<file path="src/rtl/stig_pkg.sv">
`timescale 1ns / 1ps

package stig_pkg;

  localparam int DEF_MAX_THETA = 256;
  localparam int DEF_MAX_PHI   = 256;

  localparam int CFG_AW   = 3;
  localparam int CFG_DW   = 32;
  localparam int CFG_REGW = 9;
  localparam int IDXW     = 16;
  localparam int SATW     = 11;
  localparam int MIN_COUNT = 3;

  localparam logic [CFG_REGW-1:0] THETA_RESET = 9'd16;
  localparam logic [CFG_REGW-1:0] PHI_RESET   = 9'd16;

  localparam logic REG_THETA = 1'b0;
  localparam logic REG_PHI   = 1'b1;

  localparam logic [1:0] PH_SIDE  = 2'd0;
  localparam logic [1:0] PH_SEAM  = 2'd1;
  localparam logic [1:0] PH_NORTH = 2'd2;
  localparam logic [1:0] PH_SOUTH = 2'd3;

  typedef struct packed {
    logic [IDXW-1:0] vertex_a;
    logic [IDXW-1:0] vertex_b;
    logic [IDXW-1:0] vertex_c;
    logic            last;
  } face_t;

endpackage

</file>
<file path="src/rtl/stig_cfg.sv">
`timescale 1ns / 1ps

module stig_cfg
  import stig_pkg::*;
#(
  parameter int MAX_THETA = DEF_MAX_THETA,
  parameter int MAX_PHI   = DEF_MAX_PHI,
  parameter int TW        = $clog2(MAX_THETA + 1),
  parameter int PW        = $clog2(MAX_PHI + 1)
) (
  input  logic              clk,
  input  logic              rst_n,
  input  logic              psel,
  input  logic              penable,
  input  logic              pwrite,
  input  logic [CFG_AW-1:0] paddr,
  input  logic [CFG_DW-1:0] pwdata,
  output logic [CFG_DW-1:0] prdata,
  output logic              pready,
  output logic [TW-1:0]     eff_theta,
  output logic [PW-1:0]     eff_rings,
  output logic [IDXW-1:0]   npole,
  output logic              cfg_wr
);

  logic [CFG_REGW-1:0] theta_r;
  logic [CFG_REGW-1:0] phi_r;
  logic                wr_en;
  logic [SATW-1:0]     th_ext;
  logic [SATW-1:0]     ph_ext;
  logic [SATW-1:0]     th_sat;
  logic [SATW-1:0]     ph_sat;

  assign pready = 1'b1;
  assign wr_en  = psel & penable & pwrite;
  assign cfg_wr = wr_en;

  always_ff @(posedge clk) begin
    if (!rst_n) begin
      theta_r <= THETA_RESET;
      phi_r   <= PHI_RESET;
    end else if (wr_en) begin
      unique case (paddr[2])
        REG_THETA: theta_r <= pwdata[CFG_REGW-1:0];
        REG_PHI:   phi_r   <= pwdata[CFG_REGW-1:0];
        default:   theta_r <= theta_r;
      endcase
    end
  end

  always_comb begin
    unique case (paddr[2])
      REG_THETA: prdata = CFG_DW'(theta_r);
      REG_PHI:   prdata = CFG_DW'(phi_r);
      default:   prdata = '0;
    endcase
  end

  assign th_ext = SATW'(theta_r);
  assign ph_ext = SATW'(phi_r);

  always_comb begin
    if (th_ext < SATW'(MIN_COUNT)) begin
      th_sat = SATW'(MIN_COUNT);
    end else if (th_ext > SATW'(MAX_THETA)) begin
      th_sat = SATW'(MAX_THETA);
    end else begin
      th_sat = th_ext;
    end
    if (ph_ext < SATW'(MIN_COUNT)) begin
      ph_sat = SATW'(MIN_COUNT);
    end else if (ph_ext > SATW'(MAX_PHI)) begin
      ph_sat = SATW'(MAX_PHI);
    end else begin
      ph_sat = ph_ext;
    end
  end

  assign eff_theta = TW'(th_sat);
  assign eff_rings = PW'(ph_sat - SATW'(2));
  assign npole     = IDXW'(eff_rings) * IDXW'(eff_theta);

endmodule

</file>
<file path="src/rtl/stig_seq.sv">
`timescale 1ns / 1ps

module stig_seq
  import stig_pkg::*;
#(
  parameter int MAX_THETA = DEF_MAX_THETA,
  parameter int MAX_PHI   = DEF_MAX_PHI,
  parameter int TW        = $clog2(MAX_THETA + 1),
  parameter int PW        = $clog2(MAX_PHI + 1)
) (
  input  logic            clk,
  input  logic            rst_n,
  input  logic            step,
  input  logic            restart,
  input  logic            cfg_wr,
  input  logic [TW-1:0]   eff_theta,
  input  logic [PW-1:0]   eff_rings,
  input  logic [IDXW-1:0] npole,
  output face_t           face
);

  logic [1:0]      phase_r, phase_nxt;
  logic [TW-1:0]   col_r, col_nxt;
  logic [PW-1:0]   ring_r, ring_nxt;
  logic            half_r, half_nxt;
  logic [IDXW-1:0] base_r, base_nxt;
  logic            pend_r;

  logic            rs;
  logic [1:0]      start_ph;
  logic [1:0]      ph;
  logic [TW-1:0]   col;
  logic [PW-1:0]   ring;
  logic            half;
  logic [IDXW-1:0] base;
  logic [IDXW-1:0] t16, tm1, f1, f2, i16;
  logic [TW:0]     col_inc, t_ext;
  logic [PW:0]     ring_inc, r_ext;

  assign rs       = restart | pend_r;
  assign start_ph = (eff_rings >= PW'(2)) ? PH_SIDE : PH_NORTH;
  assign ph       = rs ? start_ph : phase_r;
  assign col      = rs ? '0 : col_r;
  assign ring     = rs ? '0 : ring_r;
  assign half     = rs ? 1'b0 : half_r;
  assign base     = rs ? '0 : base_r;

  assign t16      = IDXW'(eff_theta);
  assign tm1      = t16 - IDXW'(1);
  assign f1       = base;
  assign f2       = base + t16;
  assign i16      = IDXW'(col);
  assign col_inc  = {1'b0, col} + (TW+1)'(1);
  assign t_ext    = {1'b0, eff_theta};
  assign ring_inc = {1'b0, ring} + (PW+1)'(1);
  assign r_ext    = {1'b0, eff_rings};

  always_comb begin
    phase_nxt = ph;
    col_nxt   = col;
    ring_nxt  = ring;
    half_nxt  = half;
    base_nxt  = base;
    face      = '0;
    unique case (ph)
      PH_SIDE: begin
        if (!half) begin
          face.vertex_a = f2 + i16;
          face.vertex_b = f1 + i16 + IDXW'(1);
          face.vertex_c = f1 + i16;
          half_nxt      = 1'b1;
        end else begin
          face.vertex_a = f1 + i16 + IDXW'(1);
          face.vertex_b = f2 + i16;
          face.vertex_c = f2 + i16 + IDXW'(1);
          half_nxt      = 1'b0;
          col_nxt       = col_inc[TW-1:0];
          if (col_inc >= t_ext - (TW+1)'(1)) begin
            col_nxt  = '0;
            ring_nxt = ring_inc[PW-1:0];
            base_nxt = base + t16;
            if (ring_inc >= r_ext - (PW+1)'(1)) begin
              phase_nxt = PH_SEAM;
              ring_nxt  = '0;
              base_nxt  = '0;
            end
          end
        end
      end
      PH_SEAM: begin
        if (!half) begin
          face.vertex_a = f2 + tm1;
          face.vertex_b = f1;
          face.vertex_c = f1 + tm1;
          half_nxt      = 1'b1;
        end else begin
          face.vertex_a = f1;
          face.vertex_b = f2 + tm1;
          face.vertex_c = f2;
          half_nxt      = 1'b0;
          ring_nxt      = ring_inc[PW-1:0];
          base_nxt      = base + t16;
          if (ring_inc >= r_ext - (PW+1)'(1)) begin
            phase_nxt = PH_NORTH;
            ring_nxt  = '0;
            base_nxt  = '0;
            col_nxt   = '0;
          end
        end
      end
      PH_NORTH: begin
        face.vertex_a = npole;
        if (col_inc < t_ext) begin
          face.vertex_b = i16;
          face.vertex_c = i16 + IDXW'(1);
        end else begin
          face.vertex_b = tm1;
          face.vertex_c = '0;
        end
        col_nxt = col_inc[TW-1:0];
        if (col_inc >= t_ext) begin
          phase_nxt = PH_SOUTH;
          col_nxt   = '0;
          base_nxt  = npole - t16;
        end
      end
      PH_SOUTH: begin
        face.vertex_a = npole + IDXW'(1);
        if (col_inc < t_ext) begin
          face.vertex_b = f1 + i16 + IDXW'(1);
          face.vertex_c = f1 + i16;
        end else begin
          face.vertex_b = f1;
          face.vertex_c = f1 + tm1;
          face.last     = 1'b1;
        end
        col_nxt = col_inc[TW-1:0];
        if (col_inc >= t_ext) begin
          phase_nxt = start_ph;
          col_nxt   = '0;
          ring_nxt  = '0;
          half_nxt  = 1'b0;
          base_nxt  = '0;
        end
      end
      default: face = '0;
    endcase
  end

  always_ff @(posedge clk) begin
    if (!rst_n) begin
      phase_r <= PH_SIDE;
      col_r   <= '0;
      ring_r  <= '0;
      half_r  <= 1'b0;
      base_r  <= '0;
      pend_r  <= 1'b1;
    end else begin
      if (step) begin
        phase_r <= phase_nxt;
        col_r   <= col_nxt;
        ring_r  <= ring_nxt;
        half_r  <= half_nxt;
        base_r  <= base_nxt;
      end
      if (cfg_wr) begin
        pend_r <= 1'b1;
      end else if (step) begin
        pend_r <= 1'b0;
      end
    end
  end

  a_last_south: assert property (@(posedge clk) disable iff (!rst_n)
    face.last |-> ph == PH_SOUTH)
    else $error("last flag outside south fan");

  a_wrap_clear: assert property (@(posedge clk) disable iff (!rst_n)
    step && face.last && !cfg_wr |=> col_r == '0 && base_r == '0 && !half_r)
    else $error("sequence did not wrap after last triangle");

  a_half_quads: assert property (@(posedge clk) disable iff (!rst_n)
    half_r |-> (phase_r == PH_SIDE || phase_r == PH_SEAM))
    else $error("second half set in a fan phase");

endmodule

</file>
<file path="src/rtl/stig_outbuf.sv">
`timescale 1ns / 1ps

module stig_outbuf
  import stig_pkg::*;
(
  input  logic  clk,
  input  logic  rst_n,
  input  logic  push_valid,
  output logic  push_stall,
  input  face_t face_i,
  output logic  out_valid,
  input  logic  out_stall,
  output face_t face_o
);

  logic  out_valid_r;
  logic  skid_valid_r;
  face_t out_data_r;
  face_t skid_data_r;
  logic  push;
  logic  pop;

  assign push_stall = skid_valid_r;
  assign push       = push_valid & ~skid_valid_r;
  assign pop        = out_valid_r & ~out_stall;
  assign out_valid  = out_valid_r;
  assign face_o     = out_data_r;

  always_ff @(posedge clk) begin
    if (!rst_n) begin
      out_valid_r  <= 1'b0;
      skid_valid_r <= 1'b0;
    end else if (skid_valid_r) begin
      if (pop) begin
        skid_valid_r <= 1'b0;
      end
    end else if (push) begin
      if (!out_valid_r || pop) begin
        out_valid_r <= 1'b1;
      end else begin
        skid_valid_r <= 1'b1;
      end
    end else if (pop) begin
      out_valid_r <= 1'b0;
    end
  end

  always_ff @(posedge clk) begin
    if (skid_valid_r) begin
      if (pop) begin
        out_data_r <= skid_data_r;
      end
    end else if (push) begin
      if (!out_valid_r || pop) begin
        out_data_r <= face_i;
      end else begin
        skid_data_r <= face_i;
      end
    end
  end

  a_skid_behind_out: assert property (@(posedge clk) disable iff (!rst_n)
    skid_valid_r |-> out_valid_r)
    else $error("skid holds a request while output is empty");

  a_skid_drain: assert property (@(posedge clk) disable iff (!rst_n)
    skid_valid_r && !out_stall |=> !skid_valid_r && out_valid_r)
    else $error("skid did not drain into output");

endmodule

</file>
<file path="src/rtl/sphere_triangle_index_generator.sv">
`timescale 1ns / 1ps
// Triangle index sequencer for a latitude-longitude sphere.
// Each request on the in_ channel (in_valid, in_stall, in_restart) returns one
// triangle on the out_ channel: three vertex indices and a last flag that marks
// the final triangle of the sphere, after which the sequence wraps to the first.
// in_restart high restarts the sequence and returns the first triangle.
// One request per cycle while in_stall is low. The result appears in out_valid
// the cycle after acceptance unless the output is held; the counters advance
// once per accepted request and the triangle is formed in the same cycle.
// When out_stall holds the output, one more request is held in a skid register;
// in_stall then rises until the output drains.
// theta_count (address 0) and phi_count (address 4) are written over the APB
// port; the user writes them only while idle, which the block does not enforce.
// Any write to either register restarts the sequence. Reset: both registers
// return to 16, the output empties, the next request returns the first triangle.

module sphere_triangle_index_generator
  import stig_pkg::*;
#(
  parameter int MAX_THETA = DEF_MAX_THETA,
  parameter int MAX_PHI   = DEF_MAX_PHI
) (
  input  logic              clk,
  input  logic              rst_n,
  input  logic              in_valid,
  output logic              in_stall,
  input  logic              in_restart,
  output logic              out_valid,
  input  logic              out_stall,
  output logic [IDXW-1:0]   out_vertex_a,
  output logic [IDXW-1:0]   out_vertex_b,
  output logic [IDXW-1:0]   out_vertex_c,
  output logic              out_last,
  input  logic              psel,
  input  logic              penable,
  input  logic              pwrite,
  input  logic [CFG_AW-1:0] paddr,
  input  logic [CFG_DW-1:0] pwdata,
  output logic [CFG_DW-1:0] prdata,
  output logic              pready
);

  localparam int TW = $clog2(MAX_THETA + 1);
  localparam int PW = $clog2(MAX_PHI + 1);

  logic [TW-1:0]   eff_theta;
  logic [PW-1:0]   eff_rings;
  logic [IDXW-1:0] npole;
  logic            cfg_wr;
  logic            step;
  face_t           face;
  face_t           face_q;

  assign step = in_valid & ~in_stall;

  stig_cfg #(
    .MAX_THETA (MAX_THETA),
    .MAX_PHI   (MAX_PHI),
    .TW        (TW),
    .PW        (PW)
  ) u_cfg (
    .clk       (clk),
    .rst_n     (rst_n),
    .psel      (psel),
    .penable   (penable),
    .pwrite    (pwrite),
    .paddr     (paddr),
    .pwdata    (pwdata),
    .prdata    (prdata),
    .pready    (pready),
    .eff_theta (eff_theta),
    .eff_rings (eff_rings),
    .npole     (npole),
    .cfg_wr    (cfg_wr)
  );

  stig_seq #(
    .MAX_THETA (MAX_THETA),
    .MAX_PHI   (MAX_PHI),
    .TW        (TW),
    .PW        (PW)
  ) u_seq (
    .clk       (clk),
    .rst_n     (rst_n),
    .step      (step),
    .restart   (in_restart),
    .cfg_wr    (cfg_wr),
    .eff_theta (eff_theta),
    .eff_rings (eff_rings),
    .npole     (npole),
    .face      (face)
  );

  stig_outbuf u_outbuf (
    .clk        (clk),
    .rst_n      (rst_n),
    .push_valid (in_valid),
    .push_stall (in_stall),
    .face_i     (face),
    .out_valid  (out_valid),
    .out_stall  (out_stall),
    .face_o     (face_q)
  );

  assign out_vertex_a = face_q.vertex_a;
  assign out_vertex_b = face_q.vertex_b;
  assign out_vertex_c = face_q.vertex_c;
  assign out_last     = face_q.last;

endmodule

</file>
<file path="config.mk">
export PLATFORM = sky130hd
export DESIGN_NAME = sphere_triangle_index_generator
export DESIGN_NICKNAME = d
export VERILOG_FILES = /design/src/rtl/stig_pkg.sv /design/src/rtl/stig_cfg.sv /design/src/rtl/stig_seq.sv /design/src/rtl/stig_outbuf.sv /design/src/rtl/sphere_triangle_index_generator.sv
export SDC_FILE = /design/constraint.sdc
export NUM_CORES = 1
export LEC_CHECK = 0
export ABC_AREA = 0
export ABC_CLOCK_PERIOD_IN_PS = 19300
export BUFFER_PORTS_ARGS = -buffer_cell sky130_fd_sc_hd__buf_2
export CORE_ASPECT_RATIO = 2
export CORE_MARGIN = 5
export CORE_UTILIZATION = 68
export CTS_CLUSTER_DIAMETER = 100
export DETAILED_ROUTE_END_ITERATION = 10
export MAX_ROUTING_LAYER = met4
export PLACE_DENSITY_LB_ADDON = 0.05
export SLEW_MARGIN = 40
export SYNTH_ARGS = -nofsm -noshare
export SYNTH_HDL_FRONTEND = slang
export SYNTH_HIERARCHICAL = 1
export SYNTH_SLANG_ARGS = --single-unit
</file>
<file path="constraint.sdc">
create_clock -name clk -period 19.3 [get_ports clk]
set_input_delay 3.86 -clock clk [delete_from_list [all_inputs] [get_ports clk]]
set_output_delay 3.86 -clock clk [all_outputs]
set_load 0.02 [all_outputs]
</file>
==> run_summary.xml <==
<?xml version="1.0" encoding="UTF-8"?>
<metrics>
  <group name="run_status">
    <metric name="status" unit="">completed</metric>
  </group>
  <group name="clock_network">
    <metric name="tritoncts_clock_tree" unit="">built</metric>
    <metric name="cts.sink_count" unit="">156</metric>
    <metric name="post_cts_hold_buffer_count" unit="">0</metric>
    <metric name="cts_buffers" unit="">17</metric>
    <metric name="h-tree-depth" unit="">4</metric>
    <metric name="post_cts_repair_resize_count" unit="">0</metric>
    <metric name="post_cts.repair.setup_buffers" unit="">0</metric>
    <metric name="clk_pin_slew" unit="ns">0.07</metric>
    <metric name="root_buffer" unit="">sky130_fd_sc_hd__clkbuf_16</metric>
    <metric name="buffer_levels_on_the_longest_clock_path" unit="">2</metric>
    <metric name="insertion_delay" unit="ns">0.45</metric>
  </group>
  <group name="sta">
    <metric name="timing.final.crit_share" unit="">0.513</metric>
    <metric name="finalSetupViolations" unit="">0</metric>
    <metric name="clock.fmax" unit="GHz">0.101</metric>
    <metric name="worst_max_slew_pin_slew" unit="ns">0.895</metric>
    <metric name="final_period_minus_worst_setup_slack" unit="ns">9.90</metric>
    <metric name="final_max_slew_viol_count" unit="">0</metric>
    <metric name="fin_worst_skew" unit="ns">0.0156</metric>
    <metric name="setup_total_negative_slack" unit="ns">0</metric>
    <metric name="rsz0062_at_grt" unit="">false</metric>
    <metric name="hold_violations" unit="">0</metric>
    <metric name="max_slew_margin" unit="">0.403</metric>
  </group>
  <group name="worst_setup_path">
    <metric name="setup.worst_path.end_class" unit="">register</metric>
    <metric name="setup.worst_path.class" unit="">input port to register</metric>
    <metric name="cp_slowest_cell" unit="">sky130_fd_sc_hd__or4_1</metric>
    <metric name="crit_buf_inv" unit="">3</metric>
    <metric name="critPathMaxFanout" unit="">47</metric>
    <metric name="path_cells" unit="">buf_2, nor2_2, buf_4, and2_1, ha_1, ha_1, inv_1, a2111oi_4, a21oi_1, xnor2_1, ha_1, o21a_1, a21oi_1, xor2_1, or4_1, nor3b_1, and2_1, nand3_1, xnor2_1, a211o_1, mux2_4</metric>
    <metric name="setup.worst_path.start_class" unit="">input port</metric>
    <metric name="cp_data_required_time" unit="ns">19.50</metric>
    <metric name="timing.critical_path.slowest_cell_delay" unit="ns">0.61</metric>
    <metric name="critical-path-top-delay-family" unit="">simple AND/OR/NAND/NOR gates</metric>
    <metric name="critPathArrivalTime" unit="ns">10.10</metric>
    <metric name="cp_common_cell" unit="">sky130_fd_sc_hd__ha_1</metric>
  </group>
  <group name="synth">
    <metric name="synth_top_cells_by_area" unit="">sky130_fd_sc_hd__edfxtp_1 (17%), sky130_fd_sc_hd__ha_1 (9.4%), sky130_fd_sc_hd__dfxtp_1 (6.8%)</metric>
    <metric name="yosys_register_bits" unit="">156</metric>
    <metric name="synth.area.mux_share" unit="">0.0604</metric>
    <metric name="synth-xor-area-share" unit="">0.0904</metric>
    <metric name="synth_cells" unit="">2010</metric>
    <metric name="post-synth-top-count-cell" unit="">sky130_fd_sc_hd__nand2_1</metric>
    <metric name="synthTopCellsByCount" unit="">sky130_fd_sc_hd__nand2_1 (219), sky130_fd_sc_hd__nor2_1 (164), sky130_fd_sc_hd__inv_1 (134)</metric>
    <metric name="synth_area" unit="sq mm">0.0171</metric>
    <metric name="synth_compound_gate_area_share" unit="">0.204</metric>
    <metric name="syn-mean-instance-area" unit="sq um">8.52</metric>
    <metric name="ys_dominant_reg_cell" unit="">sky130_fd_sc_hd__edfxtp_1</metric>
    <metric name="synth-simple-area-share" unit="">0.180</metric>
    <metric name="synth-edff-count" unit="">98</metric>
    <metric name="synth_area_leader_cell" unit="">sky130_fd_sc_hd__edfxtp_1</metric>
    <metric name="yosysTopAreaCellShare" unit="">0.172</metric>
    <metric name="synth_fa_ha_area_frac" unit="">0.155</metric>
    <metric name="ys_seq_area_frac" unit="">0.240</metric>
    <metric name="largest_family_of_logic_cells_by_synthesized_area" unit="">compound AO/OA/AOI/OAI gates</metric>
    <metric name="yosys.cell_types.count" unit="">106</metric>
    <metric name="yosys_warnings" unit="">6</metric>
    <metric name="synth-async-reset-ratio" unit="">0</metric>
  </group>
  <group name="layout">
    <metric name="nNetsFinal" unit="">2264</metric>
    <metric name="n_antenna_cell" unit="">0</metric>
    <metric name="syn_to_final_growth" unit="%">6.91</metric>
    <metric name="layout.cell_area.non_filler" unit="sq mm">0.0183</metric>
    <metric name="post_route_cells_drive_above_1_share" unit="">0.122</metric>
  </group>
  <group name="floorplanning">
    <metric name="die-height" unit="um">234</metric>
    <metric name="die-width" unit="um">122</metric>
    <metric name="io_pins" unit="">127</metric>
    <metric name="rows" unit="">82</metric>
    <metric name="die_area" unit="sq mm">0.0287</metric>
    <metric name="core_region_area" unit="sq mm">0.0249</metric>
    <metric name="effective_utilization_at_floorplan" unit="">0.687</metric>
  </group>
  <group name="global_routing">
    <metric name="grt.total_usage" unit="">0.419</metric>
    <metric name="grt_start_max_net_pins" unit="">52</metric>
    <metric name="grt_overflow" unit="">0</metric>
    <metric name="first_pass_grt_wire_length" unit="um">88100</metric>
    <metric name="vias_in_the_first_global_route" unit="">16100</metric>
    <metric name="antenna_found_initial" unit="">0</metric>
  </group>
  <group name="route">
    <metric name="number_of_remaining_drc_errors" unit="">0</metric>
    <metric name="drt_pre_antenna_iters" unit="">9</metric>
    <metric name="num_vias" unit="">16300</metric>
    <metric name="detail-route-antenna-nets" unit="">0</metric>
    <metric name="drt_wl_total" unit="um">58300</metric>
    <metric name="detail_route.wl_per_cell" unit="um">24.4</metric>
    <metric name="detailedRoute.firstIterationViolations" unit="">1845</metric>
    <metric name="vias_per_cell" unit="">6.83</metric>
  </group>
  <group name="min_path">
    <metric name="holdCritPathClass" unit="">register to register</metric>
  </group>
  <group name="power_and_ir_drop">
    <metric name="power_spent_charging_and_discharging_nets" unit="uW">351</metric>
    <metric name="p_per_area" unit="mW/mm^2">57.1</metric>
    <metric name="power.combinational.fraction" unit="">0.272</metric>
    <metric name="totalPowerFinal" unit="mW">1.05</metric>
    <metric name="seq_power_share" unit="">0.363</metric>
    <metric name="cell_internal_pwr" unit="uW">695</metric>
    <metric name="p_sw_frac" unit="">0.336</metric>
    <metric name="clockPowerShare" unit="">0.365</metric>
    <metric name="leakagePower" unit="nW">7.83</metric>
    <metric name="peakVddDrop" unit="uV">56.8</metric>
  </group>
  <group name="placement">
    <metric name="placed_area" unit="sq mm">0.0176</metric>
    <metric name="gpl.final_weighted_congestion" unit="">1.09</metric>
    <metric name="i_o_buffers" unit="">77</metric>
    <metric name="place.detailed.hpwl" unit="um">44800</metric>
  </group>
  <group name="run">
    <metric name="max-cap-violations" unit="">0</metric>
  </group>
</metrics>
## metal layers
metal	GRT usage	routed length, um
met5	-	0
met3	0.0714	4630
met1	0.409	18700
met2	0.690	28000
met4	0.395	7060
## registers in the layout, summed over array words and instances (netlist names)
register,count
u_outbuf/push_stall,1
u_cfg/theta_r,9
u_outbuf/skid_data_r,49
u_seq/base_r,16
u_outbuf/out_valid,1
u_seq/pend_r,1
u_seq/half_r,1
u_seq/ring_r,9
u_seq/col_r,9
u_cfg/phi_r,9
u_outbuf/face_o,49
u_seq/phase_r,2
## metrics by stage
stage	setup WS (ns)	hold WS, ns	util	std cells
final	9.40	0.471	0.734	2390
after CTS	9.74	0.460	0.734	2390
after global placement	9.38	0.431	0.706	2357
after floorplan	10.24	0.424	-	2040
after global routing	9.14	0.503	0.734	2390
after detailed placement	9.29	0.448	0.708	2358
## worst min-delay path, stage by stage, from the launching register on
cell                      delay [ns]
sky130_fd_sc_hd__dfxtp_1        0.32
sky130_fd_sc_hd__nand2_1        0.05
sky130_fd_sc_hd__o21ai_1        0.05
## final timing paths
kind | endpoint | slack (ns) | start | cells after the start
max | u_outbuf/face_o[15] | 9.40 | in_restart | 21
min | u_seq/col_r[8] | 0.47 | u_seq/col_r[8] | 2
max reg2reg | u_outbuf/face_o[47] | 10.70 | u_cfg/phi_r[3] | 30
min reg2reg | u_seq/col_r[8] | 0.47 | u_seq/col_r[8] | 2
## area by class of cell
type	instances	area [sq um]
flip-flops and latches	156	4110
inverters	144	546
well taps	336	420
multi-input cells	1624	12000
fillers	1940	6620
clock buffers	17	425
clock inverters	15	223
repair buffers	98	556
## power groups by stage
stage / clock network (mW) / registers [mW] / logic [mW]
floorplan: 0 / 0.397 / 0.200
global placement: 0 / 0.387 / 0.264
detailed placement: 0 / 0.387 / 0.275
CTS: 0.386 / 0.380 / 0.277
global route: 0.399 / 0.381 / 0.304
finish: 0.382 / 0.379 / 0.284
## cells in the final DEF (no fill, tap or decap), drive strengths merged, types with 20 or more instances in the layout
master and count:
xnor2 110, o22ai 25, ha 128, o21a 21, and2 31, nand2 220, a21oi 129, conb 32
dfxtp 58, a21o 30, o211ai 26, edfxtp 98, nor2 167, mux2 62, buf 98, nand3 60
fa 52, o21ai 98, xor2 59, inv 151, a21boi 21, nand2b 21, nor3 43, a211oi 20
## cell families after synthesis
logic type / Yosys count
buf+inv: 260
mux: 78
fa+ha+maj: 182
compound gates: 516
xor+xnor: 169
flops: 156
simple gates: 647
other cells: 2
(Power assumes the default switching activity.)
